$ cat src/chained_hash_map_engine_macros.svh
// ---------------------------------------------------------------------------
// chained_hash_map_engine_macros.svh
// Assertion macros for the hash map engine.
// ---------------------------------------------------------------------------
`ifndef CHAINED_HASH_MAP_ENGINE_MACROS_SVH
`define CHAINED_HASH_MAP_ENGINE_MACROS_SVH
`ifndef SYNTHESIS
`define CHM_ASSERT_IMP(label, clk, rst_n, a, c) \
    label: assert property (@(posedge clk) disable iff (!rst_n) (a) |-> (c)) \
        else $error("assertion failed");
`define CHM_ASSERT_NXT(label, clk, rst_n, a, c) \
    label: assert property (@(posedge clk) disable iff (!rst_n) (a) |=> (c)) \
        else $error("assertion failed");
`else
`define CHM_ASSERT_IMP(label, clk, rst_n, a, c)
`define CHM_ASSERT_NXT(label, clk, rst_n, a, c)
`endif
`endif

$ cat src/chm_pkg.sv
// ---------------------------------------------------------------------------
// chm_pkg
// Types, codes and defaults for the hash map engine.
// ---------------------------------------------------------------------------
package chm_pkg;
    localparam int BUCKETS_DEF = 1024;
    localparam int NODES_DEF   = 1024;

    localparam logic [1:0] OP_FIND   = 2'd0;
    localparam logic [1:0] OP_INSERT = 2'd1;
    localparam logic [1:0] OP_DELETE = 2'd2;
    localparam logic [1:0] OP_UNUSED = 2'd3;

    localparam logic [1:0] ST_FOUND  = 2'd0;
    localparam logic [1:0] ST_ABSENT = 2'd1;
    localparam logic [1:0] ST_NEW    = 2'd2;
    localparam logic [1:0] ST_FULL   = 2'd3;

    typedef struct packed {
        logic [1:0]  op;
        logic [31:0] key;
        logic [15:0] value;
    } req_t;

    typedef struct packed {
        logic [1:0]  status;
        logic [15:0] result_value;
        logic [10:0] entry_count;
    } rsp_t;

    // controller -> datapath commands
    typedef struct packed {
        logic load_req;    // latch request, read bucket head, reset prev and step count
        logic clear_step;  // write null into bucket at clear index
        logic rd_node;     // read node at cur
        logic step;        // advance prev/cur along chain
        logic ins_take;    // read free node link, point cur back at bucket head
        logic ins_write;   // write new node and bucket head
        logic del_unlink;  // relink predecessor or bucket head
        logic del_free;    // push node onto free list
        logic respond;     // drive result strobe
        logic [1:0] status;
        logic use_val;     // result_value: 1 node value, 0 see status
    } cmd_t;

    typedef struct packed {
        logic clear_done;
        logic cur_null;
        logic key_hit;
        logic steps_done;
        logic free_avail;
        logic fresh_avail;
        logic [1:0] op;
    } sts_t;
endpackage

$ cat src/chm_ctrl.sv
// ---------------------------------------------------------------------------
// chm_ctrl
// Sequencer for clear, chain walk, insert and delete.
// ---------------------------------------------------------------------------
module chm_ctrl (
    input  logic          clk,
    input  logic          rst_n,
    input  logic          start,
    output logic          busy,
    output logic          strobe,
    input  chm_pkg::sts_t sts,
    output chm_pkg::cmd_t cmd
);
    import chm_pkg::*;

    typedef enum logic [2:0] {
        S_CLEAR, S_IDLE, S_HEAD, S_NODE, S_CHECK, S_INS, S_FREE
    } state_t;

    state_t state_reg, state_next;
    logic   busy_reg, busy_next;

    always_comb
    begin
        state_next = state_reg;
        cmd        = '0;
        cmd.status = ST_ABSENT;
        unique case (state_reg)
            S_CLEAR:
            begin
                if (sts.clear_done) state_next = S_IDLE;
                else cmd.clear_step = 1'b1;
            end
            S_IDLE:
            begin
                if (start)
                begin
                    cmd.load_req = 1'b1;
                    state_next = S_HEAD;
                end
            end
            S_HEAD, S_NODE:
            begin
                // cur_live is valid; undefined op answers, else end of chain (or step limit) or read node
                if (sts.op != OP_FIND && sts.op != OP_INSERT && sts.op != OP_DELETE)
                begin
                    cmd.respond = 1'b1; state_next = S_IDLE;
                end
                else if (sts.cur_null || sts.steps_done)
                begin
                    if (sts.op == OP_INSERT)
                    begin
                        if (sts.free_avail || sts.fresh_avail)
                        begin
                            cmd.ins_take = 1'b1; state_next = S_INS;
                        end
                        else
                        begin
                            cmd.respond = 1'b1; cmd.status = ST_FULL; state_next = S_IDLE;
                        end
                    end
                    else
                    begin
                        cmd.respond = 1'b1; state_next = S_IDLE;
                    end
                end
                else
                begin
                    cmd.rd_node = 1'b1; state_next = S_CHECK;
                end
            end
            S_CHECK:
            begin
                if (sts.key_hit)
                begin
                    if (sts.op == OP_DELETE)
                    begin
                        cmd.del_unlink = 1'b1; state_next = S_FREE;
                    end
                    else
                    begin
                        cmd.respond = 1'b1; state_next = S_IDLE;
                    end
                    cmd.status  = ST_FOUND;
                    cmd.use_val = 1'b1;
                    cmd.respond = 1'b1;
                end
                else
                begin
                    cmd.step = 1'b1; state_next = S_NODE;
                end
            end
            S_INS:
            begin
                cmd.ins_write = 1'b1; cmd.respond = 1'b1; cmd.status = ST_NEW;
                state_next = S_IDLE;
            end
            S_FREE:
            begin
                cmd.del_free = 1'b1; state_next = S_IDLE;
            end
            default: state_next = S_IDLE;
        endcase
        busy_next = (state_next != S_IDLE);
    end

    always_ff @(posedge clk or negedge rst_n)
    begin
        if (!rst_n)
        begin
            state_reg <= S_CLEAR;
            busy_reg  <= 1'b1;
        end
        else
        begin
            state_reg <= state_next;
            busy_reg  <= busy_next;
        end
    end

    assign busy   = busy_reg;
    assign strobe = cmd.respond;
endmodule

$ cat config.mk
export PLATFORM = sky130hd
export DESIGN_NAME = chm_ctrl
export DESIGN_NICKNAME = d
export VERILOG_FILES = /design/src/chained_hash_map_engine_macros.svh /design/src/chm_pkg.sv /design/src/chm_ctrl.sv
export SDC_FILE = /design/constraint.sdc
export NUM_CORES = 1
export LEC_CHECK = 0
export ABC_AREA = 1
export BUFFER_PORTS_ARGS = -buffer_cell sky130_fd_sc_hd__buf_2
export CORE_AREA = 2 2 39 41
export DETAILED_ROUTE_END_ITERATION = 6
export DIE_AREA = 0 0 41 43
export HOLD_SLACK_MARGIN = 0.03
export SLEW_MARGIN = 30
export SYNTH_ARGS = -nofsm -noshare
export SYNTH_HDL_FRONTEND = slang
export SYNTH_SLANG_ARGS = --single-unit
$ cat constraint.sdc
create_clock -name clk -period 3.5 [get_ports clk]
set_input_delay 0.175 -clock clk [delete_from_list [all_inputs] [get_ports clk]]
set_output_delay 0.175 -clock clk [all_outputs]
set_load 0.01 [all_outputs]
Word level (Yosys, flattened, before mapping)
Cells that the tools add are included.

word-level totals
  word-level logic and storage cells = 57
  ROM bits = 0
  output and inout port bits = 14
  memories kept = 0
  latch bits = 0
  register bits after elaboration = 4
  RAM bits = 0
  bits of input ports = 11

operators by class
  divide/modulo/power cells = 0
  bitwise logic cells = 0
  add/sub/neg operators = 0
  equality and inequality tests = 11
  magnitude comparators = 0
  shift operators = 0
  multiply operators = 0
  multiplexer cells = 37
  reduce and logical (&&, ||, !) cells = 7

operator list
  kind                number
  $mux 3              10
  $mux 1              22
  $pmux 3 s4          1
  $eq 3x3->1 const B  3
  $pmux 3 s3          1
  $eq 3x2->1 const B  2
  $mux 2              2
  $mux 4              1
  $eq 3x1->1 const B  1
  $logic_not 3->1     1
  $ne 3x1->1 const B  1
  $eq 2x1->1 const B  1
  $eq 2x2->1 const B  1
  $logic_and 1x1->1   2
  $logic_or 1x1->1    2
  $ne 2x1->1 const B  1
  $ne 2x2->1 const B  1
  $reduce_bool 2->1   1
  $reduce_or 2->1     1

Longest topological paths before layout
Gate-level depths: netlist of the first run.

  depth in word-level cells = 7
  depth in mapped cells = 8
  gate-level depth less buffers = 8

Least setup slack after synthesis of the first run
Ideal clock, no wire load.

  path type = reg2out
  start point = register state_reg[2]
  end point = output cmd[3] (netlist name)
  required time = 3.325 ns
  setup slack = 1.906 ns
  path buffers = 1
  data arrival time = 1.419 ns
  stages on the path, launching flop included = 8
  cells stage by stage = dfrtp_1 -> inv_1 -> ha_1 -> inv_1 -> a21oi_1 -> nand2_1 -> a21oi_1 -> buf_4

on the way
  longest elaborated chain between the ends = 3
  elaborated cells on any way between the ends = 6
  those cells by class = 4 x eq/ne; 1 x mux; 1 x reduce/logical

ends and longest elaborated chain
  what                    line             RTL
  from (decl)             chm_ctrl.sv:20   state_t state_reg, state_next;
  from (signal assigned)  chm_ctrl.sv:116  state_reg <= state_next;
  $eq 3x2->1              chm_ctrl.sv:28   unique case (state_reg)
  $reduce_or 2->1         chm_ctrl.sv:28
  $pmux 3 s3 *            chm_ctrl.sv:28
  to (decl)               chm_ctrl.sv:12   output chm_pkg::cmd_t cmd

Every way passes the cells marked *; elsewhere a longest branch is shown, timed or not.

==> metrics.md, run 1 <==
| Metric | Value |
|---|---|
| Result of the run | `completed` |
| Die Outline Area | `1760 um2` |
| Register area share after synthesis | `24.8%` |
| Skew final | `6.65 ps` |
| Routed via count | `482` |
| Post-synthesis instance area | `409 um2` |
| Antenna diode count | `0` |
| Number of flip-flops under the largest register name | `3` |
| Distinct cell type count of the synthesized netlist | `15` |
| Clock latency of the later-clocked register in the worst-skew pair | `230 ps` |
| Final GP Congestion | `0.764` |
| Mapped Avg Cell Area | `6.20 um2` |
| Critical path launch point type | `flop` |
| Peak clock frequency supported by timing | `0.543 GHz` |
| Wire length of the first global-routing pass | `1.50 mm` |
| Core area | `1380 um2` |
| CTS root buf | `clkbuf_4` |
| Number of sinks handled by clock tree synthesis | `4` |
| Initial core utilization | `29.6%` |
| Slew at the pin with the worst max-slew slack | `232 ps` |
| Commonest non-fill, non-tap cells in the layout | `buf_2, nor2_1, nand2_1` |
| IO buf count | `24` |
| Top cell type's share of synthesized area | `18.3%` |
| Net count of the mapped netlist | `79` |
| CTS tree | `done` |
| All-Layer GR Usage | `12.5%` |
| Share of cells above drive strength 1 | `44.7%` |
| Routed wire per std cell | `8.65 um` |
| Area growth from synthesis to final layout | `41.3%` |
| Hold Crit Class | `in -> async` |
| Total of warnings raised by yosys | `0` |
| Number of instances in the synthesized netlist | `66` |
| Footprint of the flip-flops and latches | `101 um2` |
| Max Slew Vio Count | `0` |
| Multi-input combinational cell area | `248 um2` |
| Fin crit share | `52.6%` |
| Width of the die | `41 um` |
| Remaining max-slew budget at the tightest pin | `84.5%` |
| Buffer depth of the longest clock path | `2` |
| FF-to-FF path depth | `8` |
| Layout net count | `108` |
| Filler Cell Count | `159` |
| Die Ht | `43 um` |
| Num CTS Buffers | `3` |
| Leading post-synthesis cells by cell area | `dfrtp_1, nand2_1, nor2_1` |
| Classification of the worst setup path | `reg -> out` |
| Count of boundary I/O pins | `25` |
| Via count of the first global-routing pass | `403` |
| Critical Path Fanout Max | `6` |
| Final TNS setup | `0 ps` |
| Number of synthesized register bits | `4` |
| Gr ovfl total | `0` |
| Number of remaining DRC errors | `0` |
| Reg-to-reg critical path endpoint | `busy$_DFF_PN1_` |
| Post-detailed-routing wire length | `951 um` |
| CP Data Required Time | `3320 ps` |
| Endpoint kind of the worst setup timing path | `output pin` |
| R2R setup slack | `2140 ps` |
| Arr. time, crit path | `1670 ps` |
| Power density normalized to cell area | `674 nW/um2` |
| Cell row count | `14` |
| Number of nets with antenna violations after routing | `0` |
| Largest net degree at the start of global routing | `7` |
| Leakage power summed over all cells | `0.361 nW` |
| H-tree depth | `1` |
| Number of setup violations in the final report | `0` |
| Clock slew at the register clock pins of the worst setup and hold paths | `40 ps` |
| Worst ir drop on vdd | `0.163 mV` |
| Max-cap violations | `0` |
| Antenna violations before repair | `0` |
| Setup repair after global routing missed its margin | `no` |
| Placed wire-length estimate | `809 um` |
| Router iterations before antenna repair | `4` |
| DRC marker count from the first detailed-route iteration | `6` |
| WHS | `269 ps` |
| Cell type with the largest total area after synthesis | `dfrtp_1` |
| Minimum period implied by the final worst setup slack | `1840 ps` |
| Most common cell after layout, fill and taps aside | `buf_2` |
| Critical R2R Launch | `state_reg[2]$_DFF_PN0_` |
| Number of hold-slack violations in the final timing report | `0` |
| Vias/cell | `4.38` |
final cells by class:
cell class / count / share of cell area (%)
clock buffer: 4 / 4.55
inverter: 14 / 9.09
multi-input combinational: 47 / 42.9
sequential: 4 / 17.5
tap: 16 / 3.46
timing repair buffer: 25 / 22.5
repair_timing:
| item | CTS | global route |
|---|---|---|
| endpoints found under the setup margin | 0 | 0 |
| hold buffers | 1 | 0 |
| setup buffers | 0 | 0 |
| hold endpoints to repair | 4 | 0 |
| resized for setup | 0 | 0 |
metal layers:
| layer | wire length, um | global-route usage [%] | vias up | part of all wire, % |
|---|---|---|---|---|
| li1 | - | - | 257 | - |
| met3 | 57 | 1.57 | 0 | 6.0 |
| met2 | 456 | 17.5 | 19 | 48 |
| met5 | 0 | 0 | - | 0 |
| met4 | 0 | 8.00 | 0 | 0 |
| met1 | 438 | 17.4 | 206 | 46 |
cell usage after synthesis:
master / n
nor2_2: 4
nand2_2: 3
dfstp_2: 1
nand3_2: 3
o211ai_1: 1
dfrtp_1: 3
nor4_1: 1
inv_2: 4
nand2_1: 12
ha_1: 2
nor2_1: 12
buf_4: 1
a21oi_1: 3
nand3_1: 6
inv_1: 10
power by group:
group          internal, mW  leakage (nW)  switching, mW
combinational        0.0912         0.297          0.140
clock                0.0427        0.0150         0.0182
sequential           0.0721        0.0488         0.0253
total                 0.206         0.361          0.183
stage by stage:
step	power [mW]	setup WS [ps]	instance area (um2)	cells	util, %
after floorplan	0.266	1910	409	66	-
after global placement	0.328	1990	542	105	39.2
after detailed placement	0.330	1930	542	105	39.2
after CTS	0.395	1660	578	110	41.8
after global routing	0.428	1440	578	110	41.8
final	0.390	1660	578	110	41.8
cell families after synthesis:
logic type | after synthesis | synth area share [%]
AND/OR/NAND/NOR | 41 | 48.9
flip-flops | 4 | 24.8
buffers and inverters | 15 | 14.7
AO/OA/AOI/OAI | 4 | 5.50
adder cells (fa/ha/maj) | 2 | 6.12
how the worst max path moves through the flow:
stage | slack [ps] | from | cells after the start | to
global route | 1440 | state_reg[2]$_DFF_PN0_ | 7 | strobe
floorplan | 1910 | state_reg[2]$_DFF_PN0_ | 7 | cmd[3]
global placement | 1990 | state_reg[2]$_DFF_PN0_ | 7 | cmd[3]
detailed placement | 1930 | state_reg[2]$_DFF_PN0_ | 7 | cmd[3]
CTS | 1660 | state_reg[2]$_DFF_PN0_ | 7 | cmd[3]
finish | 1660 | state_reg[2]$_DFF_PN0_ | 7 | cmd[3]
worst max-delay path: stages, from the launching register on:
cell	delay (ps)
dfrtp_1	450
inv_1	110
ha_1	230
inv_1	80
a21oi_1	170
nand2_1	70
a21oi_1	170
buf_2	150
Power figures use the tool's default switching activity.
==> run 2: changes to the inputs <==
--- a/config.mk
+++ b/config.mk
@@ -5,7 +5,7 @@
 export SDC_FILE = /design/constraint.sdc
 export NUM_CORES = 1
 export LEC_CHECK = 0
-export ABC_AREA = 1
+export ABC_AREA = 0
 export BUFFER_PORTS_ARGS = -buffer_cell sky130_fd_sc_hd__buf_2
 export CORE_AREA = 2 2 39 41
 export DETAILED_ROUTE_END_ITERATION = 6
==> constraint.sdc (replaced) <==
create_clock -name clk -period 1.71 [get_ports clk]
set_input_delay 0.0855 -clock clk [delete_from_list [all_inputs] [get_ports clk]]
set_output_delay 0.0855 -clock clk [all_outputs]
set_load 0.01 [all_outputs]
==> metrics.md, run 2 <==
| Metric | Value |
|---|---|
| Result of the run | `completed` |
| Mapped Avg Cell Area | `8.20 um2 (+32%)` |
| CTS tree | `done` |
| Final TNS setup | `0 ps (unchanged)` |
| Most common cell after layout, fill and taps aside | `buf_2` |
| Cell row count | `14 (unchanged)` |
| Layout net count | `91 (-16%)` |
| Largest net degree at the start of global routing | `7 (unchanged)` |
| Hold Crit Class | `in -> async` |
| Via count of the first global-routing pass | `396 (-1.7%)` |
| Worst Setup Slack, final | `64.0 ps (-1590 ps)` |
| Critical path launch point type | `flop` |
| CP Data Required Time | `1620 ps (-1700 ps)` |
| Final GP Congestion | `0.825 (+8.0%)` |
| Width of the die | `41 um (unchanged)` |
| Die Ht | `43 um (unchanged)` |
| Multi-input combinational cell area | `298 um2 (+20%)` |
| Post-CTS setup buffer count | `0 (unchanged)` |
| Total of warnings raised by yosys | `0 (unchanged)` |
| Cell type with the largest total area after synthesis | `dfrtp_1` |
| Most used standard cell by instance count after synthesis | `nor2_1` |
| Number of enable flip-flop cells after synthesis | `0 (unchanged)` |
| Max Slew Vio Count | `0 (unchanged)` |
| Most used DFF post-synth | `dfrtp_1` |
| IO buf count | `24 (unchanged)` |
| Number of nets with antenna violations after routing | `0 (unchanged)` |
| Net count of the mapped netlist | `62 (-22%)` |
| Length of routed wiring on met1 | `453 um (+3.4%)` |
| Router iterations before antenna repair | `4 (unchanged)` |
| Pre-CTS worst setup slack | `136 ps (-1790 ps)` |
| Power density normalized to cell area | `1230 nW/um2 (+83%)` |
| WHS | `166 ps (-103 ps)` |
| Minimum period implied by the final worst setup slack | `1650 ps` |
| Peak clock frequency supported by timing | `0.608 GHz` |
| Distinct cell type count of the synthesized netlist | `27 (+12)` |
| Buffer depth of the longest clock path | `2 (unchanged)` |
| Arr. time, crit path | `1560 ps (-110 ps)` |
| Worst ir drop on vdd | `0.350 mV (+120%)` |
| Share of cells above drive strength 1 | `46.8% (+2.1 points)` |
| Num CTS Buffers | `3 (unchanged)` |
| Antenna diode count | `0 (unchanged)` |
| Initial core utilization | `29.0% (-0.54 points)` |
| Commonest cells in the synthesized netlist | `nor2_1, dfrtp_1, inv_1, nor3_1, o21ai_0` |
| Number of setup violations in the final report | `0 (unchanged)` |
| Remaining max-slew budget at the tightest pin | `80.3% (-4.1 points)` |
| Share of flip-flops with an asynchronous set or reset | `100% (unchanged)` |
| All-Layer GR Usage | `14.1% (+1.6 points)` |
| Gr ovfl total | `0 (unchanged)` |
| Vias/cell | `4.96 (+13%)` |
| Area growth from synthesis to final layout | `47.4%` |
| Routed length on met3 | `73 um (+28%)` |
| Critical Path Fanout Max | `6 (unchanged)` |
| Post-detailed-routing wire length | `1.04 mm (+9.3%)` |
| Skew final | `11.2 ps (+4.50 ps)` |
| Routed wire per std cell | `11.2 um (+29%)` |
| Highest routed layer | `met4` |
| CTS root buf | `clkbuf_4` |
| Leading post-synthesis cells by cell area | `dfrtp_1, nor2_1, dfstp_2` |
| Number of sinks handled by clock tree synthesis | `4 (unchanged)` |
| Antenna violations before repair | `0 (unchanged)` |
| Filler Cell Count | `146 (-8.2%)` |
| Register area share after synthesis | `25.2% (+0.46 points)` |
| Routed wl met2 | `463 um (+1.5%)` |
| DRC marker count from the first detailed-route iteration | `8 (+2)` |
| Slew at the pin with the worst max-slew slack | `294 ps (+61.8 ps)` |
| Core area | `1380 um2 (unchanged)` |
| Clock latency of the later-clocked register in the worst-skew pair | `250 ps (+20 ps)` |
| Commonest non-fill, non-tap cells in the layout | `buf_2, nor2_1, nor3_1, o21ai_0, clkbuf_4` |
| Wire length of the first global-routing pass | `1.63 mm (+8.2%)` |
| Count of boundary I/O pins | `25 (unchanged)` |
| Number of flip-flops under the largest register name | `3 (unchanged)` |
| Number of instances in the synthesized netlist | `49 (-26%)` |
| H-tree depth | `1 (unchanged)` |
| Leakage power summed over all cells | `0.305 nW (-16%)` |
| Top cell type's share of synthesized area | `18.7% (+0.34 points)` |
| Number of remaining DRC errors | `0 (unchanged)` |
| Util after Layout | `42.8% (+0.99 points)` |
| Post-synthesis instance area | `402 um2 (-1.8%)` |
| Classification of the worst setup path | `reg -> out` |
| Max-cap violations | `0 (unchanged)` |
| Fin crit share | `96.3%` |
| Placed wire-length estimate | `830 um (+2.6%)` |
| Die Outline Area | `1760 um2 (unchanged)` |
| Routed via count | `461 (-4.4%)` |
| Setup repair after global routing missed its margin | `yes` |
| Number of synthesized register bits | `4 (unchanged)` |
| Clock slew at the register clock pins of the worst setup and hold paths | `40 ps (about the same)` |
| Number of hold-slack violations in the final timing report | `0 (unchanged)` |
| Endpoint kind of the worst setup timing path | `output pin` |
| Footprint of the flip-flops and latches | `103 um2 (+1.2%)` |
[run 2: kinds of logic (layout without fill, tap and decap cells)]
group,count (synthesis),count (layout),share of synthesized area (%)
simple gates,26,26,40.2
fa+ha+maj,2,2,6.23
buf+inv,5,33,5.61
flops,4,4,25.2
mux,1,1,2.49
compound gates,11,11,20.2
[run 2: where the power goes]
group	switching [mW]	total (mW)	internal [mW]
Clock	0.0448	0.133	0.0879
Sequential	0.0478	0.194	0.146
Combinational	0.205	0.404	0.199
[run 2: per-layer routing]
layer  up-vias  global-route usage (%)
li1        234                       -
met1       202                    17.0
met2        20                    19.1
met3         5                    1.57
met4         0                    16.0
met5         -                       0
[run 2: worst max-delay path, cell delays in order (launching register included)]
cell,delay [ps]
dfrtp_1,400
inv_2,110
ha_4,160
nor2b_4,150
o211ai_1,110
nor3_1,150
o21a_1,120
buf_2,110
[run 2: what timing repair did]
action                     4_1_cts  5_1_grt
gates resized for setup          4        2
setup endpoints to repair        2        4
hold buffers                     1        0
hold endpoints to repair         4        0
pin swaps                        0        0
[run 2: stage by stage]
step | area (um2) | cells | power (mW)
floorplan | 402 | 49 | 0.448
CTS | 586 | 93 | 0.725
global route | 592 | 93 | 0.793
global placement | 534 | 88 | 0.564
detailed placement | 534 | 88 | 0.568
finish | 592 | 93 | 0.730
[run 2: final timing paths]
path                                   startpoint  slack (ps)                     end  cells after the start
setup / recovery           state_reg[2]$_DFF_PN0_          60                  cmd[2]                      7
hold / removal                              rst_n         170  state_reg[2]$_DFF_PN0_                      2
setup reg to reg           state_reg[2]$_DFF_PN0_         270          busy$_DFF_PN1_                      6
hold reg to reg            state_reg[1]$_DFF_PN0_         710          busy$_DFF_PN1_                      3
max in group asynchronous                   rst_n        1330          busy$_DFF_PN1_                      2
min in group clk                           sts[4]         170  state_reg[0]$_DFF_PN0_                      3
[run 2: area by class of cell]
class,instances,area share (%)
Inverter,4,2.54
Sequential cell,4,17.3
Multi-Input combinational cell,40,50.3
Timing Repair Buffer,25,22.0
Clock buffer,4,4.44
Tap cell,16,3.38
